**config.mk**
```make
export PLATFORM = sky130hd
export DESIGN_NAME = sum_checked_frame_receiver_flat
export DESIGN_NICKNAME = d
export VERILOG_FILES = /design/src/scfr_pkg.sv /design/src/scfr_if.sv /design/src/scfr_front.sv /design/src/scfr_queue.sv /design/src/scfr_back.sv /design/src/sum_checked_frame_receiver.sv /design/src/flat_wrapper.sv
export SDC_FILE = /design/constraint.sdc
export NUM_CORES = 1
export LEC_CHECK = 0
export BUFFER_PORTS_ARGS = -buffer_cell sky130_fd_sc_hd__buf_2
export CAP_MARGIN = 20
export CORE_ASPECT_RATIO = 1.25
export CORE_MARGIN = 2
export CORE_UTILIZATION = 45
export DETAILED_ROUTE_END_ITERATION = 7
export GPL_ROUTABILITY_DRIVEN = 0
export REMOVE_ABC_BUFFERS = 1
export SLEW_MARGIN = 20
export SYNTH_ARGS = -nofsm -noshare
export SYNTH_HDL_FRONTEND = slang
export SYNTH_HIERARCHICAL = 1
export SYNTH_SLANG_ARGS = --single-unit
```
**constraint.sdc**
```tcl
create_clock -name i_clk -period 9.36 [get_ports i_clk]
set_input_delay 1.872 -clock i_clk [delete_from_list [all_inputs] [get_ports i_clk]]
set_output_delay 1.872 -clock i_clk [all_outputs]
set_load 0.01 [all_outputs]
```
**src/scfr_pkg.sv**
```systemverilog
// shared constants and types of the sum-checked frame receiver
package scfr_pkg;

    localparam int BYTE_W                = 8;
    localparam int PAYLOAD_W             = 6;
    localparam int HDR_BYTES             = 4;
    localparam int DEFAULT_MAX_FRAME_LEN = 64;
    localparam int QUEUE_DEPTH           = 2;

    localparam logic [BYTE_W-1:0] RESET_START_BYTE   = 8'hAA;
    localparam logic [BYTE_W-1:0] RESET_ADDRESS_BYTE = 8'hAF;

    // configuration register indexes
    localparam int CFG_IDX_W = 1;
    localparam logic [CFG_IDX_W-1:0] CFG_START_BYTE   = 1'b0;
    localparam logic [CFG_IDX_W-1:0] CFG_ADDRESS_BYTE = 1'b1;

    // payload buffer write from the parser
    typedef struct packed {
        logic                 en;
        logic                 bank;
        logic [PAYLOAD_W-1:0] offset;
        logic [BYTE_W-1:0]    data;
    } t_wr;

    // one checked frame waiting to be drained
    typedef struct packed {
        logic                 bank;
        logic [BYTE_W-1:0]    id;
        logic [PAYLOAD_W-1:0] len;
    } t_desc;

endpackage

```
**src/scfr_if.sv**
```systemverilog
// channel interfaces: received bytes, frame results and configuration writes
interface scfr_in_if;
    logic                           valid;
    logic                           ready;
    logic [scfr_pkg::BYTE_W-1:0]    rx_byte;
    modport source (output valid, output rx_byte, input ready);
    modport sink   (input valid, input rx_byte, output ready);
endinterface

interface scfr_out_if;
    logic                           valid;
    logic                           ready;
    logic [scfr_pkg::BYTE_W-1:0]    msg_id;
    logic [scfr_pkg::BYTE_W-1:0]    payload_byte;
    logic [scfr_pkg::PAYLOAD_W-1:0] payload_index;
    logic [scfr_pkg::PAYLOAD_W-1:0] payload_len;
    logic                           last;
    modport source (output valid, output msg_id, output payload_byte, output payload_index,
                    output payload_len, output last, input ready);
    modport sink   (input valid, input msg_id, input payload_byte, input payload_index,
                    input payload_len, input last, output ready);
endinterface

interface scfr_cfg_if;
    logic                           valid;
    logic                           ready;
    logic [scfr_pkg::CFG_IDX_W-1:0] index;
    logic [scfr_pkg::BYTE_W-1:0]    data;
    modport source (output valid, output index, output data, input ready);
    modport sink   (input valid, input index, input data, output ready);
endinterface

```
**src/scfr_front.sv**
```systemverilog
// frame parser: hunts, checks header and checksum, writes payload, queues good frames
module scfr_front #(
    parameter int MAX_FRAME_LEN = scfr_pkg::DEFAULT_MAX_FRAME_LEN
) (
    input  logic           i_clk,
    input  logic           i_rst_n,
    scfr_in_if.sink        i_in,
    scfr_cfg_if.sink       i_cfg,
    input  logic           i_q_full,
    output logic           o_q_push,
    output scfr_pkg::t_desc o_desc,
    output scfr_pkg::t_wr  o_wr
);

    localparam logic [2:0] ST_HUNT = 3'd0;
    localparam logic [2:0] ST_LEN  = 3'd1;
    localparam logic [2:0] ST_ADDR = 3'd2;
    localparam logic [2:0] ST_ID   = 3'd3;
    localparam logic [2:0] ST_DATA = 3'd4;
    localparam logic [2:0] ST_SUM  = 3'd5;

    logic [2:0]                     r_state, n_state;
    logic [scfr_pkg::PAYLOAD_W-1:0] r_count, n_count;
    logic [scfr_pkg::PAYLOAD_W-1:0] r_expected, n_expected;
    logic [scfr_pkg::BYTE_W-1:0]    r_sum, n_sum;
    logic [scfr_pkg::BYTE_W-1:0]    r_id, n_id;
    logic                           r_bank, n_bank;
    logic [scfr_pkg::BYTE_W-1:0]    r_start_byte;
    logic [scfr_pkg::BYTE_W-1:0]    r_address_byte;

    logic                           accept;
    logic [scfr_pkg::BYTE_W-1:0]    b;
    logic                           len_ok;
    logic [scfr_pkg::PAYLOAD_W-1:0] count_inc;

    assign i_in.ready  = !i_q_full;
    assign accept      = i_in.valid && i_in.ready;
    assign b           = i_in.rx_byte;
    assign i_cfg.ready = 1'b1;

    assign len_ok    = ({1'b0, b} >= 9'(scfr_pkg::HDR_BYTES + 1))
                    && ({1'b0, b} < 9'(MAX_FRAME_LEN));
    assign count_inc = r_count + 1'b1;

    // configuration registers
    always_ff @(posedge i_clk) begin
        if (!i_rst_n) begin
            r_start_byte   <= scfr_pkg::RESET_START_BYTE;
            r_address_byte <= scfr_pkg::RESET_ADDRESS_BYTE;
        end else if (i_cfg.valid && i_cfg.ready) begin
            unique case (i_cfg.index)
                scfr_pkg::CFG_START_BYTE:   r_start_byte   <= i_cfg.data;
                scfr_pkg::CFG_ADDRESS_BYTE: r_address_byte <= i_cfg.data;
                default: ;
            endcase
        end
    end

    // parser next state
    always_comb begin
        n_state    = r_state;
        n_count    = r_count;
        n_expected = r_expected;
        n_sum      = r_sum;
        n_id       = r_id;
        n_bank     = r_bank;
        o_q_push   = 1'b0;
        if (accept) begin
            unique case (r_state)
                ST_HUNT: begin
                    if (b == r_start_byte) n_state = ST_LEN;
                end
                ST_LEN: begin
                    if (len_ok) begin
                        n_expected = scfr_pkg::PAYLOAD_W'(b - 8'(scfr_pkg::HDR_BYTES));
                        n_count    = '0;
                        n_sum      = b;
                        n_state    = ST_ADDR;
                    end else begin
                        n_state = ST_HUNT;
                    end
                end
                ST_ADDR: begin
                    n_sum   = r_sum + b;
                    n_state = (b == r_address_byte) ? ST_ID : ST_HUNT;
                end
                ST_ID: begin
                    n_id    = b;
                    n_sum   = r_sum + b;
                    n_state = ST_DATA;
                end
                ST_DATA: begin
                    n_sum   = r_sum + b;
                    n_count = count_inc;
                    if (count_inc == r_expected) n_state = ST_SUM;
                end
                ST_SUM: begin
                    // good frame: hand it to the drain side and switch banks
                    if (r_sum == b) begin
                        o_q_push = 1'b1;
                        n_bank   = ~r_bank;
                    end
                    n_state = ST_HUNT;
                end
                default: n_state = ST_HUNT;
            endcase
        end
    end

    always_ff @(posedge i_clk) begin
        if (!i_rst_n) begin
            r_state    <= ST_HUNT;
            r_count    <= '0;
            r_expected <= '0;
            r_sum      <= '0;
            r_id       <= '0;
            r_bank     <= 1'b0;
        end else begin
            r_state    <= n_state;
            r_count    <= n_count;
            r_expected <= n_expected;
            r_sum      <= n_sum;
            r_id       <= n_id;
            r_bank     <= n_bank;
        end
    end

    // descriptor and payload write
    assign o_desc.bank = r_bank;
    assign o_desc.id   = r_id;
    assign o_desc.len  = r_expected;

    assign o_wr.en     = accept && (r_state == ST_DATA);
    assign o_wr.bank   = r_bank;
    assign o_wr.offset = r_count;
    assign o_wr.data   = b;

endmodule

```
**src/scfr_queue.sv**
```systemverilog
// two-entry queue of checked frame descriptors between parser and drain
module scfr_queue (
    input  logic            i_clk,
    input  logic            i_rst_n,
    input  logic            i_push,
    input  scfr_pkg::t_desc i_desc,
    input  logic            i_pop,
    output scfr_pkg::t_desc o_head,
    output logic            o_full,
    output logic            o_empty
);

    localparam int PTR_W = $clog2(scfr_pkg::QUEUE_DEPTH);

    scfr_pkg::t_desc r_mem [scfr_pkg::QUEUE_DEPTH];
    logic [PTR_W-1:0] r_wptr, r_rptr;
    logic [PTR_W:0]   r_cnt;

    assign o_full  = (r_cnt == (PTR_W+1)'(scfr_pkg::QUEUE_DEPTH));
    assign o_empty = (r_cnt == '0);
    assign o_head  = r_mem[r_rptr];

    // entry storage
    always_ff @(posedge i_clk) begin
        if (i_push) r_mem[r_wptr] <= i_desc;
    end

    // pointers and fill count
    always_ff @(posedge i_clk) begin
        if (!i_rst_n) begin
            r_wptr <= '0;
            r_rptr <= '0;
            r_cnt  <= '0;
        end else begin
            if (i_push) r_wptr <= r_wptr + 1'b1;
            if (i_pop)  r_rptr <= r_rptr + 1'b1;
            r_cnt <= r_cnt + (PTR_W+1)'(i_push) - (PTR_W+1)'(i_pop);
        end
    end

endmodule

```
**src/scfr_back.sv**
```systemverilog
// drain side: two-bank payload buffer, read sequencer and output register
module scfr_back #(
    parameter int MAX_FRAME_LEN = scfr_pkg::DEFAULT_MAX_FRAME_LEN
) (
    input  logic            i_clk,
    input  logic            i_rst_n,
    input  scfr_pkg::t_wr   i_wr,
    input  scfr_pkg::t_desc i_head,
    input  logic            i_q_empty,
    output logic            o_q_pop,
    scfr_out_if.source      o_out
);

    localparam int ADDR_W    = $clog2(MAX_FRAME_LEN - scfr_pkg::HDR_BYTES);
    localparam int MEM_DEPTH = 2 * (2 ** ADDR_W);

    logic [scfr_pkg::BYTE_W-1:0]    r_mem [MEM_DEPTH];

    logic [scfr_pkg::PAYLOAD_W-1:0] r_k;
    logic                           r_pend;
    logic [scfr_pkg::BYTE_W-1:0]    r_rdata;
    logic [scfr_pkg::BYTE_W-1:0]    r_p_id;
    logic [scfr_pkg::PAYLOAD_W-1:0] r_p_idx;
    logic [scfr_pkg::PAYLOAD_W-1:0] r_p_len;
    logic                           r_p_last;

    logic                           r_ovalid;
    logic [scfr_pkg::BYTE_W-1:0]    r_o_id;
    logic [scfr_pkg::BYTE_W-1:0]    r_o_byte;
    logic [scfr_pkg::PAYLOAD_W-1:0] r_o_idx;
    logic [scfr_pkg::PAYLOAD_W-1:0] r_o_len;
    logic                           r_o_last;

    logic                           out_load;
    logic                           issue;
    logic                           k_last;

    assign out_load = r_pend && (!r_ovalid || o_out.ready);
    assign issue    = !i_q_empty && (!r_pend || out_load);
    assign k_last   = ((r_k + 1'b1) == i_head.len);
    // the bank is released once its final byte has been read
    assign o_q_pop  = issue && k_last;

    // payload buffer
    always_ff @(posedge i_clk) begin
        if (i_wr.en) r_mem[{i_wr.bank, i_wr.offset[ADDR_W-1:0]}] <= i_wr.data;
        if (issue)   r_rdata <= r_mem[{i_head.bank, r_k[ADDR_W-1:0]}];
    end

    // result fields travelling with the read
    always_ff @(posedge i_clk) begin
        if (issue) begin
            r_p_id   <= i_head.id;
            r_p_idx  <= r_k;
            r_p_len  <= i_head.len;
            r_p_last <= k_last;
        end
    end

    // read position and read-pending flag
    always_ff @(posedge i_clk) begin
        if (!i_rst_n) begin
            r_k    <= '0;
            r_pend <= 1'b0;
        end else begin
            if (issue) r_k <= k_last ? '0 : r_k + 1'b1;
            if (issue)         r_pend <= 1'b1;
            else if (out_load) r_pend <= 1'b0;
        end
    end

    // output register
    always_ff @(posedge i_clk) begin
        if (!i_rst_n) begin
            r_ovalid <= 1'b0;
        end else if (out_load) begin
            r_ovalid <= 1'b1;
        end else if (o_out.ready) begin
            r_ovalid <= 1'b0;
        end
    end

    always_ff @(posedge i_clk) begin
        if (out_load) begin
            r_o_id   <= r_p_id;
            r_o_byte <= r_rdata;
            r_o_idx  <= r_p_idx;
            r_o_len  <= r_p_len;
            r_o_last <= r_p_last;
        end
    end

    assign o_out.valid         = r_ovalid;
    assign o_out.msg_id        = r_o_id;
    assign o_out.payload_byte  = r_o_byte;
    assign o_out.payload_index = r_o_idx;
    assign o_out.payload_len   = r_o_len;
    assign o_out.last          = r_o_last;

endmodule

```
**src/sum_checked_frame_receiver.sv**
```systemverilog
// top level of the sum-checked frame receiver
//
//  channel   dir  beat
//  i_in      in   rx_byte, one received byte
//  o_out     out  msg_id, payload_byte, payload_index, payload_len, last
//  i_cfg     in   index, data: start byte (0) or address byte (1)
//
// the parser takes one byte per cycle; a good checksum beat queues the frame
// and its results pass the read and output registers, one result per cycle
// while o_out.ready is high. the payload buffer has two banks, so the parser
// stalls (i_in.ready low) only while two checked frames still wait to drain.
// synchronous reset clears control state; the buffer itself is not cleared.
module sum_checked_frame_receiver #(
    parameter int MAX_FRAME_LEN = scfr_pkg::DEFAULT_MAX_FRAME_LEN
) (
    input  logic        i_clk,
    input  logic        i_rst_n,
    scfr_in_if.sink     i_in,
    scfr_cfg_if.sink    i_cfg,
    scfr_out_if.source  o_out
);

    logic            q_push;
    logic            q_pop;
    logic            q_full;
    logic            q_empty;
    scfr_pkg::t_desc desc;
    scfr_pkg::t_desc head;
    scfr_pkg::t_wr   wr;

    scfr_front #(
        .MAX_FRAME_LEN (MAX_FRAME_LEN)
    ) u_front (
        .i_clk    (i_clk),
        .i_rst_n  (i_rst_n),
        .i_in     (i_in),
        .i_cfg    (i_cfg),
        .i_q_full (q_full),
        .o_q_push (q_push),
        .o_desc   (desc),
        .o_wr     (wr)
    );

    scfr_queue u_queue (
        .i_clk   (i_clk),
        .i_rst_n (i_rst_n),
        .i_push  (q_push),
        .i_desc  (desc),
        .i_pop   (q_pop),
        .o_head  (head),
        .o_full  (q_full),
        .o_empty (q_empty)
    );

    scfr_back #(
        .MAX_FRAME_LEN (MAX_FRAME_LEN)
    ) u_back (
        .i_clk     (i_clk),
        .i_rst_n   (i_rst_n),
        .i_wr      (wr),
        .i_head    (head),
        .i_q_empty (q_empty),
        .o_q_pop   (q_pop),
        .o_out     (o_out)
    );

    // a frame is never queued over a full queue
    a_no_push_full: assert property (@(posedge i_clk) disable iff (!i_rst_n)
        q_push |-> !q_full)
        else $error("frame queued while queue full");

    // the drain never releases a bank that was not queued
    a_no_pop_empty: assert property (@(posedge i_clk) disable iff (!i_rst_n)
        q_pop |-> !q_empty)
        else $error("queue popped while empty");

    // the last beat of a frame sits at the final payload position
    a_last_index: assert property (@(posedge i_clk) disable iff (!i_rst_n)
        (o_out.valid && o_out.last) |-> (o_out.payload_index + 1'b1 == o_out.payload_len))
        else $error("last beat at wrong payload index");

    // payload is never written into a bank whose frame is still queued
    a_wr_bank_free: assert property (@(posedge i_clk) disable iff (!i_rst_n)
        (wr.en && !q_empty) |-> (wr.bank != head.bank))
        else $error("payload write into a bank still draining");

endmodule
```
**src/flat_wrapper.sv**
```systemverilog
// flat-port wrapper written by rule: the top's interface ports become plain ports
module sum_checked_frame_receiver_flat 
#(
    parameter int MAX_FRAME_LEN = scfr_pkg::DEFAULT_MAX_FRAME_LEN
)
  (i_clk, i_rst_n, i_in_valid, i_in_rx_byte, i_in_ready, i_cfg_valid, i_cfg_index, i_cfg_data, i_cfg_ready, o_out_valid, o_out_msg_id, o_out_payload_byte, o_out_payload_index, o_out_payload_len, o_out_last, o_out_ready);
  scfr_in_if i_in_i ();
  scfr_cfg_if i_cfg_i ();
  scfr_out_if o_out_i ();
  input  logic i_clk;
  input  logic i_rst_n;
  input wire logic [$bits(i_in_i.valid)-1:0] i_in_valid;
  input wire logic [$bits(i_in_i.rx_byte)-1:0] i_in_rx_byte;
  output wire logic [$bits(i_in_i.ready)-1:0] i_in_ready;
  input wire logic [$bits(i_cfg_i.valid)-1:0] i_cfg_valid;
  input wire logic [$bits(i_cfg_i.index)-1:0] i_cfg_index;
  input wire logic [$bits(i_cfg_i.data)-1:0] i_cfg_data;
  output wire logic [$bits(i_cfg_i.ready)-1:0] i_cfg_ready;
  output wire logic [$bits(o_out_i.valid)-1:0] o_out_valid;
  output wire logic [$bits(o_out_i.msg_id)-1:0] o_out_msg_id;
  output wire logic [$bits(o_out_i.payload_byte)-1:0] o_out_payload_byte;
  output wire logic [$bits(o_out_i.payload_index)-1:0] o_out_payload_index;
  output wire logic [$bits(o_out_i.payload_len)-1:0] o_out_payload_len;
  output wire logic [$bits(o_out_i.last)-1:0] o_out_last;
  input wire logic [$bits(o_out_i.ready)-1:0] o_out_ready;
  assign i_in_i.valid = i_in_valid;
  assign i_in_i.rx_byte = i_in_rx_byte;
  assign i_in_ready = i_in_i.ready;
  assign i_cfg_i.valid = i_cfg_valid;
  assign i_cfg_i.index = i_cfg_index;
  assign i_cfg_i.data = i_cfg_data;
  assign i_cfg_ready = i_cfg_i.ready;
  assign o_out_valid = o_out_i.valid;
  assign o_out_msg_id = o_out_i.msg_id;
  assign o_out_payload_byte = o_out_i.payload_byte;
  assign o_out_payload_index = o_out_i.payload_index;
  assign o_out_payload_len = o_out_i.payload_len;
  assign o_out_last = o_out_i.last;
  assign o_out_i.ready = o_out_ready;
  sum_checked_frame_receiver #(.MAX_FRAME_LEN(MAX_FRAME_LEN)) u_core (.i_clk(i_clk), .i_rst_n(i_rst_n), .i_in(i_in_i), .i_cfg(i_cfg_i), .o_out(o_out_i));
endmodule
```
Yosys cells after proc, flatten, opt, wreduce, memory -nomap -nowiden:

Memories as Yosys holds them, arrays and structs flattened. A register that Yosys moved wholly into a read port is not among the register bits.
Cells that the tools add are included.
W data, S select, Z words.

* flip-flop bits (word level): 110
* bits in writable memories: 1054
* input port bits: 22
* output and inout port bits: 32
* logic and storage cells: 101
* memories: 2

Memories
* u_core.u_back.r_mem: depth 128, width 8, rd ports 1, clocked after memory_dff 1, wr ports 1, RTL line scfr_back.sv:17 `logic [scfr_pkg::BYTE_W-1:0] r_mem [MEM_DEPTH];`
* u_core.u_queue.r_mem: depth 2, width 15, rd ports 1, clocked after memory_dff 1, wr ports 1, RTL line scfr_queue.sv:15 `scfr_pkg::t_desc r_mem [scfr_pkg::QUEUE_DEPTH];`

* $add $sub $neg: 8
* order comparisons: 2
* eq/ne operators: 14
* muxes and demuxes: 23
* bitwise operators: 2
* reduce and logical (&&, ||, !) cells: 27

Operators with widths (count)
* $eq A8 B8 Y1: 3
* $pmux W8 S2: 1
* $pmux W3 S5: 1
* $reduce_and A3 Y1: 5
* $mux W1: 13
* $add A6 B1 Y6 const B: 2
* $eq A6 B6 Y1: 2
* $mux W6: 2
* $pmux W6 S2: 1
* $add A8 B8 Y8: 1
* $ge A8 B3 Y1 const B: 1
* $lt A8 B7 Y1 const B: 1
* $mux W8: 1
* $reduce_bool A2 Y1: 4
* $eq A3 B2 Y1 const B: 2
* $eq A3 B3 Y1 const B: 2
* $logic_and A1 B1 Y1: 6
* $mux W3: 2
* $ne A2 B2 Y1 const B: 3
* $reduce_and A2 Y1: 3
* $sub A6 B3 Y6 const B: 1
* $logic_not A1 Y1: 4
* $mux W2: 2
* $eq A3 B1 Y1 const B: 1
* 9 further kinds: 12

Logic depth before layout (Yosys ltp):

* word-level depth: 8
* depth in mapped cells: 14
* gate-level depth less buffers: 11

By module:

The synthesis kept the hierarchy.

Modules (own cells, without submodules)
* scfr_back: times used 1, cells an instance 2242, area an instance 42647.2 sq um, sequential area each 32651.3 sq um
* scfr_front: times used 1, cells an instance 338, area an instance 2773.9 sq um, sequential area each 960.9 sq um
* scfr_queue: times used 1, cells an instance 68, area an instance 1363.8 sq um, sequential area each 1001.0 sq um

Worst setup path before layout:

OpenSTA, ideal clock, no wires.

* kind: input -> register
* from: input port i_in_rx_byte[3]
* to: memory u_core/u_queue/r_mem[0][0] (netlist bit), enable pin
* setup time: 0.390 ns
* data arrival time: 3.917 ns
* required time: 8.970 ns
* setup slack: 5.053 ns
* stages on the path: 4
* buffers on the path: 0
* cells stage by stage: ha_1 or3_1 nor4_1 nor2b_1

* cells in the longest elaborated chain, start to end: 6

RTL lines
* start, declared: RTL line flat_wrapper.sv:13 `input wire logic [$bits(i_in_i.rx_byte)-1:0] i_in_rx_byte;`
* $eq A8 B8 Y1: RTL line scfr_front.sv:99 `if (r_sum == b) begin`
* $mux W1: RTL line scfr_front.sv:99
* $mux W1: RTL line scfr_front.sv:69 `unique case (r_state)`
* $mux W1: RTL line scfr_front.sv:68 `if (accept) begin`
* net u_core.q_push: RTL line sum_checked_frame_receiver.sv:23 `logic q_push;`
* $mux W1: RTL line scfr_queue.sv:25 `if (i_push) r_mem[r_wptr] <= i_desc;`
* $mux W1 (not written as such): RTL line scfr_queue.sv:25
* end, declared: RTL line scfr_queue.sv:15

The timed path passes the listed nets, and every way through them passes these cells.

==> results.toml <==
[timing]
totalNegativeSetupSlack_ns = 0
worst_slack_ns = 4.70
setup_violations = 0
slew_violations = 0
finalClockSkew_ns = 0.0283
slew_headroom = 0.263
tightestPinTransition_ns = 1.10
fin_crit_ns = 4.66
finalCritPeriodShare = 0.498
clock.fmax_ghz = 0.215
hold_viol_final = 0
rsz0062_at_grt = "no"

[global_route]
grt_max_degree = 130
grt_use_total = 0.212
antenna_found_initial = 1
overflow = 0
first_global_vias = 24500
grt_pass1_wl_mm = 165

[clock_network]
htreeDepth = 3
clock-root-buffer = "clkbuf_16"
clk_pin_slew_ns = 0.06
numClockSinks = 1173
max-clock-path-buffers = 3
post_cts_buffers = 0
cts_buffers = 110
insertion_delay_ns = 0.70
cts_tree = "yes"
ctsResizeCount = 0
cts-hold-fix-buffers = 0

[power]
power_frac_seq = 0.553
clockPowerShare = 0.426
power_density_nw_per_um2 = 201
internal-power_mw = 8.31
power_mw = 10.4
swShare = 0.202
comb_power_share = 0.021
power_switching_mw = 2.10
vdd_drop_max_uv = 145
p_leak_nw = 15.6

[synthesis]
synth-async-reset-ratio = 0
synth_top_area_frac = 0.714
synth-seq-cells = 1173
synth_common_cells = "edfxtp_1, mux2i_1, mux4_2, nor2_1, nand2_1"
synth-edff-count = 1112
synth_area_sq_um = 46800
ys.flop_type = "edfxtp_1"
synth.most_common_cell = "edfxtp_1"
synth_warnings = 6
yosysTopAreaCell = "edfxtp_1"
ys_top_cells_by_area = "edfxtp_1, mux4_2, mux2i_1"
syn_inst = 2648
avgSynthCellArea_sq_um = 17.7
synth-seq-area-share = 0.740
yosys.cell_types.count = 68

[worst_setup_path]
ff2ff_setup_slack_ns = 4.70
worst-r2r-cell-count = 8
cpPeakStageDelay_ns = 0.86
end_kind = "register"
crit_path_start_kind = "register"
arrival_ns = 5.11
path_common_cell = "buf_4"
worstPathCellList = "buf_4 -> and2_2 -> buf_4 -> a22oi_1 -> a21oi_1 -> a31oi_1 -> mux4_2 -> mux2_2"
cp_max_fo = 72
critPathRequiredTime_ns = 9.81
slowest_stage = "dfxtp_4"
critical_path_class = "register to register"

[min_path]
hold_path_depth = 0
hp-class = "register to register"

[placed_design]
dp_hpwl_mm = 70.3
portBuffers = 52
dp_slack_ns = 4.15

[floorplanning]
num_rows = 132
pin_count = 54
start_util = 0.453
fp.coreArea_sq_um = 103000
die-area_sq_um = 107000
die_y_um = 364
die-width_um = 292

[route]
dr.pass1.iters = 6
drc = 0
drt-total-wl_mm = 114
avgRoutedWirePerCell_um = 27.6
vias = 24200
antenna_left = 0
viasPerCell = 5.87
drtIter0Drc = 2200

[flow_run]
cap_violations = 0

[final_layout]
nets = 2724
multi_input_area_sq_um = 11300
n_antenna_cell = 0
num-fill-cells = 8418
syn_to_final_growth_pct = 10.8
seq_area_sq_um = 34600
final_layout_size_suffix_gt1_frac = 0.164

[run_status]
status = "complete, no violations"
[final cells by class]
| cell class | instances | area share |
|---|---|---|
| flip-flops and latches | 1173 | 0.668 |
| multi-input cells | 1291 | 0.217 |
| clock buffers | 131 | 0.0560 |
| well taps | 1340 | 0.0323 |
| clock inverters | 72 | 0.0136 |
| repair buffers | 94 | 0.0117 |
| inverters | 18 | 0.00130 |
[cell families (layout without fill, tap and decap cells)]
kind of cell / Yosys count / after routing / synth area share
flip-flops: 1173 / 1173 / 0.740
AND/OR/NAND/NOR: 468 / 468 / 0.0470
multiplexers: 439 / 439 / 0.134
AO/OA/AOI/OAI: 328 / 328 / 0.0464
buffers and inverters: 184 / 315 / 0.0210
XOR/XNOR: 41 / 41 / 0.00797
adder cells (fa/ha/maj): 14 / 14 / 0.00390
other: 1 / 1 / 0.0000802
[cells in the final DEF, fill, tap and decap left out, types with 7 or more instances in the layout]
master and instances:
ha_1 13, nor3_1 7, mux4_2 144, o21ai_0 13, mux2i_1 272, edfxtp_1 1112, buf_4 48, clkinv_1 19
a22oi_1 128, dfxtp_1 57, nand3_1 31, inv_1 16, buf_2 45, a31oi_1 74, xnor2_1 20, clkinvlp_4 11
clkinv_2 20, nand2b_1 74, mux2_2 13, nor2b_1 24, nand2_1 136, xor2_1 20, clkbuf_1 16, bufinv_16 11
nor2_1 143, and2_1 9, a21oi_1 75, clkbuf_16 112, mux2_4 10
[metrics by stage]
stage	hold slack [ns]	util	cell area [sq um]	std cells
6_report	0.420	0.502	51900	4119
5_1_grt	0.433	0.502	51900	4119
4_1_cts	0.419	0.502	51900	4119
3_5_place_dp	0.405	0.467	48200	3916
3_3_place_gp	0.410	0.466	48200	3915
2_1_floorplan	0.400	-	45900	2482
[registers in the layout, indices dropped and copies added, names as in the netlist, 8 cells and up, named ones only]
name	count
u_core/u_back/r_mem	1024
u_core/u_queue/r_mem	30
u_core/u_back/o_out.msg_id	8
u_core/u_back/o_out.payload_byte	8
u_core/u_back/r_p_id	8
u_core/u_back/r_rdata	8
u_core/u_front/r_address_byte	8
u_core/u_front/r_id	8
u_core/u_front/r_start_byte	8
u_core/u_front/r_sum	8
[path summary, 6_finish.rpt]
check	endpoint	startpoint
setup / recovery	u_core/u_back/r_rdata[3]$_DFFE_PN_	u_core/u_back/r_k[1]$_SDFFE_PN0N_
hold / removal	u_core/u_back/o_out.payload_byte[6]$_DFFE_PP_	u_core/u_back/r_rdata[6]$_DFFE_PN_
setup reg to reg	u_core/u_back/r_rdata[3]$_DFFE_PN_	u_core/u_back/r_k[1]$_SDFFE_PN0N_
hold reg to reg	u_core/u_back/o_out.payload_byte[6]$_DFFE_PP_	u_core/u_back/r_rdata[6]$_DFFE_PN_
[critical path, delay by kind of cell, from the launching register on]
family / cells / cell delay [ns]
DFF: 1 / 0.86
buffers and inverters: 2 / 1.18
muxes: 2 / 0.80
and+or+nand+nor: 1 / 0.77
AOI/OAI and AO/OA: 3 / 0.73
[power by group through the flow]
stage	sequential (mW)	clock, mW	combinational, mW
detailed placement	5.87	0	0.223
global route	5.75	4.70	0.235
global placement	5.87	0	0.217
finish	5.76	4.44	0.220
CTS	5.76	4.52	0.223
floorplan	5.87	0	0.0667
[routing by layer]
| layer | track usage | wire (um) | vias to the layer above | share of wire |
|---|---|---|---|---|
| met5 | 0 | 0 | - | 0 |
| met4 | 0.0773 | 3590 | 0 | 0.032 |
| met3 | 0.0274 | 6290 | 190 | 0.055 |
| met2 | 0.372 | 58500 | 853 | 0.51 |
| li1 | - | - | 10500 | - |
| met1 | 0.272 | 45200 | 12600 | 0.40 |
Note: power is estimated with default switching activity, not from simulation.
